$ cat config.mk
export PLATFORM = sky130hd
export DESIGN_NAME = mres_ram
export DESIGN_NICKNAME = d
export VERILOG_FILES = /design/src/rtl/mres_ram.sv
export SDC_FILE = /design/constraint.sdc
export NUM_CORES = 1
export LEC_CHECK = 0
export ABC_AREA = 1
export BUFFER_PORTS_ARGS = -buffer_cell sky130_fd_sc_hd__buf_2
export CORE_AREA = 2 2 489 297
export DETAILED_ROUTE_END_ITERATION = 10
export DIE_AREA = 0 0 491 299
export GPL_TIMING_DRIVEN = 0
export SKIP_LAST_GASP = 1
export SLEW_MARGIN = 30
export SYNTH_ARGS = -nofsm -noshare
export SYNTH_HDL_FRONTEND = slang
export SYNTH_SLANG_ARGS = --single-unit
$ cat constraint.sdc
create_clock -name clock -period 3.2 [get_ports clock]
set_clock_uncertainty 0.2 [all_clocks]
set_input_delay 0.16 -clock clock [delete_from_list [all_inputs] [get_ports clock]]
set_output_delay 0.16 -clock clock [all_outputs]
set_load 0.01 [all_outputs]
$ cat src/rtl/mres_ram.sv
// ----------------------------------------------------------------------------
// mres_ram: generic single port write, single port read ram
// Synchronous write, registered read: data appears in the cycle after the address.
// ----------------------------------------------------------------------------
module mres_ram #(
   parameter int WIDTH = 32,
   parameter int DEPTH = 32
) (
   input  logic                     clock,
   input  logic                     wr_en,
   input  logic [$clog2(DEPTH)-1:0] wr_addr,
   input  logic [WIDTH-1:0]         wr_data,
   input  logic [$clog2(DEPTH)-1:0] rd_addr,
   output logic [WIDTH-1:0]         rd_data
);
   logic [WIDTH-1:0] mem [DEPTH];

   always_ff @(posedge clock) begin
      if (wr_en) begin
         mem[wr_addr] <= wr_data;
      end
      rd_data <= mem[rd_addr];
   end
endmodule

## After elaboration in Yosys (flattened, before gate mapping)

Memories as Yosys holds them, arrays and structs flattened. A register that Yosys moved wholly into a read port is not among the register bits.
Index checks and enable logic that the tools add are counted.

- Memories: 1
- Register bits: 0
- Word-level logic and storage cells: 3
- RAM bits: 1024
- Bits of input ports: 44
- Output and inout port bits: 32

Memories:

| memory | words | width | read ports | clocked after Yosys merged registers in | wr ports | line | RTL |
|---|---|---|---|---|---|---|---|
| mem | 32 | 32 | 1 | 1 | 1 | 16 | `logic [WIDTH-1:0] mem [DEPTH];` |

- Multiplexer cells: 2

Operator list:

| cell | count |
|---|---|
| $mux W1 | 2 |

## Logic depth before layout (Yosys ltp)

- Depth after elaboration: 2
- Depth in mapped cells: 12
- Mapped depth without buffers: 9

## Least setup slack after synthesis

No wires, ideal clock.

- Path type: in2reg
- Start point: input wr_addr[0]
- End point: memory mem[0][0], enable pin
- Arrival: 1.815 ns
- Path buffers: 0
- Library setup time: 0.421 ns
- Slack: 0.764 ns
- Stages: 3
- Data required time: 2.579 ns
- Cell sequence: inv_1 -> nand3_1 -> nor2_1

RTL lines:

| element | line | RTL |
|---|---|---|
| from (decl) | 11 | `input logic [$clog2(DEPTH)-1:0] wr_addr,` |
| to (decl) | 16 |  |

No word-level cell before the write port.

==> impl_metrics.ini <==
[run_status]
status = finished clean

[synthesis]
yosysMostFrequentCell = nand2_1
synth_area_leaders = edfxtp_1 (73%), nand2_1 (13%), nand3_1 (9.2%), buf_6 (1.8%), dfxtp_1 (1.5%)
synthArstFlopShare_pct = 0
postSynthNetCount = 3580
synth_common_cells = nand2_1 (1440), edfxtp_1 (1024), nand3_1 (780)
yosysSeqAreaShare_pct = 74.02
synth_edf_count = 1024
synth_top_cell_by_area = edfxtp_1
yosys_register_bits = 1056
yosys_warnings = 0
syn-instance-count = 3536
synth_top_area_share_pct = 72.51
synth.distinct_cells = 14
synth_area_um2 = 42410
synthFlopType = edfxtp_1
syn_avg_cell_area_um2 = 11.99

[grt]
grt_usage_pct = 18.47
grt_max_degree = 33
grt_pass1_vias = 26870
gr-total-overflow = 0
antenna_found_initial = 6
grt_pass1_wl_um = 194400

[setup_path]
cp_slowest_cell = clkbuf_1
critical_path_arrival_ns = 2.82
start_kind = input pin
endpoint_kind = register
slowest_delay_ns = 0.78
worstPathRequired_ns = 3.62
cp_cell_sequence = buf_2 -> clkbuf_1 -> clkbuf_1 -> nand2_1 -> nand2_1 -> nand2_1 -> dlygate4sd3_1 -> nand2_1
critPathMaxFanout = 10
critPathMostFrequentCell = nand2_1
worstSetupPathType = input pin to register

[detailed_routing]
first_pass_iters = 5
vias_per_cell = 5.061
wl_um = 138600
drt_iter0_drc = 4411
ant_nets = 0
wl_per_cell_um = 23.93
num_vias = 29320
drc_errors = 0

[cts]
clock_latency_ns = 0.70
root_buffer = clkbuf_16
path_clk_slew_ns = 0.07
post_cts_buffers = 0
clockBufferDepth = 3
htreeDepth = 3
postCtsHoldBufs = 36
cts_tree = built
cts_repair_resize_count = 0
cts_buffers = 89
cts_sinks = 1056

[sta]
worst_pin_slew_ns = 1.015
fmax_mhz = 416.4
period_share_pct = 75.05
max_slew_margin_pct = 32.33
drv_slew = 0
worst_slack_ns = 0.7984
setup_tns_ns = 0
hold_violations = 0
rsz0062_at_grt = false
period_needed_ns = 2.402
setup_viol = 0

[floorplan]
coreArea_um2 = 143000
start_util_pct = 29.66
io_pins = 76
die_h_um = 299
rows = 108
die_w_um = 491
dieArea_um2 = 146800

[min_path]
hold_path.class = input pin to register

[power]
ir_drop_mv = 0.3761
power_leakage_uw = 0.01831
power_uw = 29300
powerDensity_nw_per_um2 = 581.2

[run]
maxCapViolations = 0

[place]
io_buffers = 72
dp_hpwl_um = 94510
pre_cts_ws_ns = 0.3755
gp_congestion = 0.8749

[finish]
n_fill_cell = 13940
drive_gt1_share_pct = 12.52
fin_nets = 3837
utilization_pct = 35.27
synthToLayoutAreaGrowth_pct = 18.90
## placed cells by master (no fill, tap or decap), drive strengths merged
cell | synthesis | layout
dfxtp | 32 | 32
bufinv | 0 | 10
buf | 194 | 323
clkinvlp | 0 | 6
dlygate4sd3 | 0 | 36
edfxtp | 1024 | 1024
nor2 | 32 | 32
clkinv | 0 | 31
nand3 | 780 | 780
clkbuf | 24 | 141
nand2 | 1440 | 1440
inv | 10 | 12
diode | 0 | 1
## registers in the layout, summed over array words and instances, names as in the netlist
name and count:
mem 1024, rd_data 32
## area by class of cell
class	count	area (um^2)	area share [%]
diodes	1	2.502	0.004963
plain buffers	218	1545	3.065
clock buffers	116	2547	5.052
clock inverters	49	514.2	1.020
inverters	10	45.04	0.08934
multi-input cells	2252	9669	19.18
flip-flops and latches	1056	31390	62.26
well taps	1925	2409	4.777
repair buffers	166	2297	4.556
## path summary, 6_finish.rpt
kind | startpoint | end | slack (ns) | cells after the start
max | rd_addr[3] | rd_data[31]$_DFF_P_ | 0.80 | 8
min | rd_addr[3] | rd_data[1]$_DFF_P_ | 0.10 | 6
max reg2reg | mem[29][31]$_DFFE_PP_ | rd_data[31]$_DFF_P_ | 1.15 | 9
min reg2reg | mem[18][16]$_DFFE_PP_ | rd_data[16]$_DFF_P_ | 0.62 | 8
## worst max-delay path, delay by kind of cell
kind,cells,cell delay [ns]
and+or+nand+nor,4,0.39
buffers and inverters,4,2.27
## metal layers
metal | up-vias | routed length (um) | GRT usage (%)
li1 | 12860 | - | -
met1 | 14320 | 61960 | 29.15
met2 | 1997 | 51960 | 23.51
met3 | 140 | 22670 | 6.888
met4 | 2 | 2018 | 3.612
met5 | - | 11 | 0
## cell families (layout without fill, tap and decap cells)
logic type             Yosys count  count (layout)  share of synthesized area, %
AND/OR/NAND/NOR               2252            2252                         22.24
flip-flops                    1056            1056                         74.02
buffers and inverters          228             559                         3.741
other                            0               1                             0
## where the power goes
part | internal [uW] | switching (uW)
Sequential | 15400 | 49.2
Combinational | 597 | 1680
Clock | 6450 | 5170
Total | 22400 | 6900
## metrics by stage
step | hold WS [ns] | cells | cell area, um^2
2_1_floorplan | 0.05887 | 3536 | 42410
3_3_place_gp | 0.3576 | 5533 | 45170
3_5_place_dp | 0.3514 | 5591 | 46990
4_1_cts | 0.0002987 | 5792 | 50410
5_1_grt | 0.07673 | 5792 | 50420
6_report | 0.1021 | 5793 | 50420
Note: power is estimated with default switching activity, not from simulation.
