**src/rtl/mres_div.sv**
```systemverilog
// ----------------------------------------------------------------------------
// mres_div: iterative signed divider
// Restoring division one quotient bit per cycle, truncating toward zero.
// ----------------------------------------------------------------------------
module mres_div (
   input  logic        clock,
   input  logic        reset,
   input  logic        start,
   input  logic [31:0] dividend,
   input  logic [31:0] divisor,
   output logic        done,
   output logic [31:0] quotient,
   output logic [31:0] remainder
);
   logic        busy_ff, busy_in;
   logic [5:0]  cnt_ff, cnt_in;
   logic [31:0] q_ff, q_in, r_ff, r_in, d_ff, d_in;
   logic        qneg_ff, qneg_in, rneg_ff, rneg_in;
   logic        done_ff, done_in;
   logic [32:0] trial;
   logic [31:0] ua, ub;

   assign ua = dividend[31] ? -dividend : dividend;
   assign ub = divisor[31] ? -divisor : divisor;
   assign trial = {r_ff, q_ff[31]} - {1'b0, d_ff};

   always_comb begin
      busy_in = busy_ff;
      cnt_in  = cnt_ff;
      q_in    = q_ff;
      r_in    = r_ff;
      d_in    = d_ff;
      qneg_in = qneg_ff;
      rneg_in = rneg_ff;
      done_in = 1'b0;
      if (start) begin
         busy_in = 1'b1;
         cnt_in  = 6'd32;
         q_in    = ua;
         r_in    = '0;
         d_in    = ub;
         qneg_in = dividend[31] ^ divisor[31];
         rneg_in = dividend[31];
      end else if (busy_ff) begin
         if (trial[32]) begin
            r_in = {r_ff[30:0], q_ff[31]};
            q_in = {q_ff[30:0], 1'b0};
         end else begin
            r_in = trial[31:0];
            q_in = {q_ff[30:0], 1'b1};
         end
         cnt_in = cnt_ff - 6'd1;
         if (cnt_ff == 6'd1) begin
            busy_in = 1'b0;
            done_in = 1'b1;
         end
      end
   end

   always_ff @(posedge clock) begin
      if (reset) begin
         busy_ff <= 1'b0;
         done_ff <= 1'b0;
      end else begin
         busy_ff <= busy_in;
         done_ff <= done_in;
      end
      cnt_ff  <= cnt_in;
      q_ff    <= q_in;
      r_ff    <= r_in;
      d_ff    <= d_in;
      qneg_ff <= qneg_in;
      rneg_ff <= rneg_in;
   end

   assign done      = done_ff;
   assign quotient  = qneg_ff ? -q_ff : q_ff;
   assign remainder = rneg_ff ? -r_ff : r_ff;
endmodule

```
**config.mk**
```make
export PLATFORM = sky130hd
export DESIGN_NAME = mres_div
export DESIGN_NICKNAME = d
export VERILOG_FILES = /design/src/rtl/mres_div.sv
export SDC_FILE = /design/constraint.sdc
export NUM_CORES = 1
export LEC_CHECK = 0
export BUFFER_PORTS_ARGS = -buffer_cell sky130_fd_sc_hd__clkbuf_2
export CAP_MARGIN = 10
export CORE_MARGIN = 3
export CORE_UTILIZATION = 30
export DETAILED_ROUTE_END_ITERATION = 12
export MAX_ROUTING_LAYER = met4
export PLACE_DENSITY_LB_ADDON = 0.2
export SLEW_MARGIN = 15
export SYNTH_ARGS = -nofsm -noshare
export SYNTH_HDL_FRONTEND = slang
export SYNTH_SLANG_ARGS = --single-unit
```
**constraint.sdc**
```tcl
create_clock -name clock -period 3.7 [get_ports clock]
set_clock_uncertainty 0.1 [all_clocks]
set_input_delay 0.37 -clock clock [delete_from_list [all_inputs] [get_ports clock]]
set_output_delay 0.37 -clock clock [all_outputs]
set_load 0.01 [all_outputs]
```
# == Word level (Yosys, flattened, before mapping) ==
# Cells that the tools add are included.
# classes
addsub,6
n_eq_ne,1
mux,12
bitwise_logic,2
reduce_logical,2
# op_table
operator,n
2-to-1 mux 32 bit,6
negator 32 bit,4
subtractor 33 x 32 -> 33 bit,1
2-to-1 mux 31 bit,1
"== test 6 x 1 -> 1 bit, second input constant",1
"subtractor 6 x 1 -> 6 bit, second input constant",1
2-to-1 mux 1 bit,5
OR reduction 3 bit,1
nonzero test 2 bit,1
NOT 1 bit,1
XOR 1 bit,1
# totals
ff_bits,106
inputBits,67
output_inout_bits,65

# == Depth between registers and ports, before layout ==
# logic_depth
word_depth,4
ltp_mapped,12
depth_no_buf,11

# == Least setup slack after synthesis ==
# No wires, ideal clock.
# synth_path
path_type,flip-flop to output port
start,register r_ff[6]
end,output remainder[29]
arrival_time_ps,2972
required_ps,3230
setup_slack_ps,258
path_stages_with_launch,10
n_path_buf,1
path_cell_list,dfxtp_1 buf_6 nor4_2 or3b_1 or4_4 or4_4 or2_4 or3_4 o31ai_4 xnor2_1
# synth_between
elab_chain_cells,2
# synth_rtl
element,line,rtl
from (decl),17,"logic [31:0] q_ff, q_in, r_ff, r_in, d_ff, d_in;"
from (signal assigned),70,r_ff <= r_in;
negator 32 bit,78,assign remainder = rneg_ff ? -r_ff : r_ff;
2-to-1 mux 32 bit,78,
to (decl),13,output logic [31:0] remainder
# No other way between the ends.

# == Worst setup path after layout ==
# layout_path
start,register r_ff[6]
end,output remainder[21]
# The elaborated chain is that of the path after synthesis.

==> qor.txt <==
Result of the run -> finished with violations
Failing checks -> negative setup slack
Port Buffer Count -> 131
CP Class -> flip-flop to primary output
Synth unique cells -> 70
EDFF count, synth -> 66
Util after Layout -> 0.368
Die Area -> 0.0306 mm²
Ant. Diodes -> 0
Fin. Hold Viols -> 0
Largest net degree at the start of global routing -> 53
Critical Path RT -> 3.23 ns
WHS -> 0.0934 ns
Synth cell count leaders -> nand2_1, xnor2_1, nor2_1
Rows -> 61
Worst setup path end -> remainder[21]
Total number of vias -> 7835
# DRC -> 0
Later-pin clock latency in the skew report -> 0.36 ns
Clk root buf -> clkbuf_16
Sink Count -> 106
Area of the core -> 0.0280 mm²
Tot GR Track Use -> 0.164
Final Non-Filler Cells -> 1543
Die H -> 175 µm
Final setup vio count -> 8
Routed WL per cell -> 16.1 µm
Post-synth top area share -> 0.231
Fill cells -> 2958
Reg-to-Reg End -> r_ff[29]
Async SR Flop Fraction -> 0
Cell taking the most area after synthesis -> edfxtp_1
Slew HR -> 0.352
Critical R2R Launch -> d_ff[6]
Register area share after synthesis -> 0.325
Pleak -> 4.09 nW
#FFs+latches synth -> 106
Routability congestion estimate -> 0.922
Max_cap viols -> 0
Initial antenna violation count -> 0
R2R setup slack -> 0.28 ns
Slew Limit Fails -> 0
Arr. time, crit path -> 3.43 ns
First-pass GRT wire length -> 39600 µm
Slew of the pin with the lowest slew margin -> 0.973 ns
CP max FO -> 4
Most common cell in the synthesized netlist -> nand2_1
DRT iter0 DRCs -> 636
GRT Residual Overflow -> 0
Cell Area, Synth -> 0.00857 mm²
Post-route minimum period -> 3.90 ns
Clock Pin Slew Worst Setup and Hold Paths -> 0.08 ns
Fmax -> 256 MHz
Htree depth -> 3
Longest Clk Path Bufs -> 2
Placed Cells -> 1521
Crit. End Element -> primary output
Synthesis-to-layout area growth -> 20.2%
CTS Buf Count -> 9
Max VDD drop -> 0.238 mV
Fraction of layout instances using a drive strength above 1 -> 0.190
Overall Power -> 4.26 mW
PD cells -> 413 mW/mm²
Final #Nets -> 1266
Synth area leaders -> edfxtp_1, xnor2_1, dfxtp_1
Worst Hold Class -> input pin to flip-flop
R2R cell count -> 11
Antenna Nets Post-Route -> 0
TritonCTS clock tree -> yes
Detailed Routing Iterations Pass 1 -> 5
Synth warn -> 0
Syn Area/Cell -> 8.37 µm²
Crit path from -> r_ff[6]
Synth Flop Type -> edfxtp_1
# IOs -> 132
Synth Net Count -> 1131
Final Cycle Share -> 1.06
Routed WL -> 24800 µm
Critical path launch point type -> flip-flop
Die width -> 175 µm
Final HPWL DP -> 19300 µm
Number of global-route vias before repair -> 7403
PnR worst setup slack -> -0.204 ns
Initial core utilization -> 0.306
DR vias/cell -> 5.08
RSZ-0062 raised after global routing -> yes
Mapped Cells -> 1025
## critical path: stages (launching register included)
cell and delay, ns:
dfxtp_2 0.34, nor4_4 0.29, or3b_4 0.41, or4_4 0.43, or4_4 0.46, or2_4 0.27, buf_4 0.13, buf_6 0.13
o41ai_4 0.25, xnor2_2 0.19, buf_2 0.18
## layout make-up
cell class | count | area [µm²] | area share
clock buffer | 10 | 229 | 0.0222
sequential | 106 | 2780 | 0.270
tap | 378 | 473 | 0.0459
timing repair buffer | 176 | 1030 | 0.0995
clock inverter | 6 | 75.1 | 0.00728
inverter | 56 | 210 | 0.0204
multi-input combinational | 811 | 5510 | 0.535
## kinds of logic (layout without fill, tap and decap cells)
kind of cell / after synthesis / in the layout / synth area share
simple gates: 342 / 342 / 0.193
compound gates: 279 / 279 / 0.220
xor+xnor: 145 / 145 / 0.148
buf+inv: 108 / 248 / 0.0490
flops: 106 / 106 / 0.325
fa+ha+maj: 39 / 39 / 0.0578
mux: 6 / 6 / 0.00715
## report_power, final
group	internal [mW]	switching, mW	total (mW)
clock network	0.535	0.479	1.01
registers	1.40	0.146	1.55
logic	0.724	0.975	1.70
## how the worst min path moves through the flow
stage | endpoint | start | slack (ns) | depth (start not counted)
floorplan | busy_ff | reset | 0.34 | 1
global placement | cnt_ff[1] | cnt_ff[1] | 0.38 | 2
detailed placement | cnt_ff[1] | cnt_ff[1] | 0.41 | 2
CTS | busy_ff | reset | 0.08 | 2
global route | done | reset | 0.1 | 2
finish | busy_ff | reset | 0.09 | 2
## per-layer routing
metal	track usage	wire, µm	share of wire	vias to the layer above
met1	0.229	12100	0.49	3630
met3	0.0183	1260	0.051	22
met2	0.256	11000	0.44	183
li1	-	-	-	4000
met4	0.0409	379	0.015	0
met5	-	0	0	-
## repair_timing
action	4_1_cts	5_1_grt
gates resized for setup	28	18
setup buffers	3	3
setup endpoints to repair	12	17
pin swaps	9	5
hold buffers	0	0
## through the flow
stage	instance area (µm²)	TNS [ns]	setup WS, ns
global placement	9800	0	0.141
floorplan	8570	0	0.258
finish	10300	-1.20	-0.204
detailed placement	9800	0	0.0889
CTS	10300	-1.57	-0.263
global route	10300	-2.63	-0.336
## placed cells by master, fill, tap and decap left out, types with 15 or more instances in the layout
cell type  instances
dfxtp_1           39
nand2b_1          22
edfxtp_1          66
nand2_1          110
xnor2_1          102
xor2_1            41
or3_1             15
inv_1             56
a21oi_1           66
nand3_1           15
a311oi_1          19
o21ai_0           61
o31ai_1           33
ha_1              38
nor2_1            93
clkbuf_2         119
nor3_1            16
o41ai_1           19
buf_4             47
## registers in the layout (all words and copies together), names as in the netlist
register  flops
busy_ff       1
q_ff         32
done          1
qneg_ff       1
r_ff         32
rneg_ff       1
cnt_ff        6
d_ff         32
Note: power is estimated with default switching activity, not from simulation.
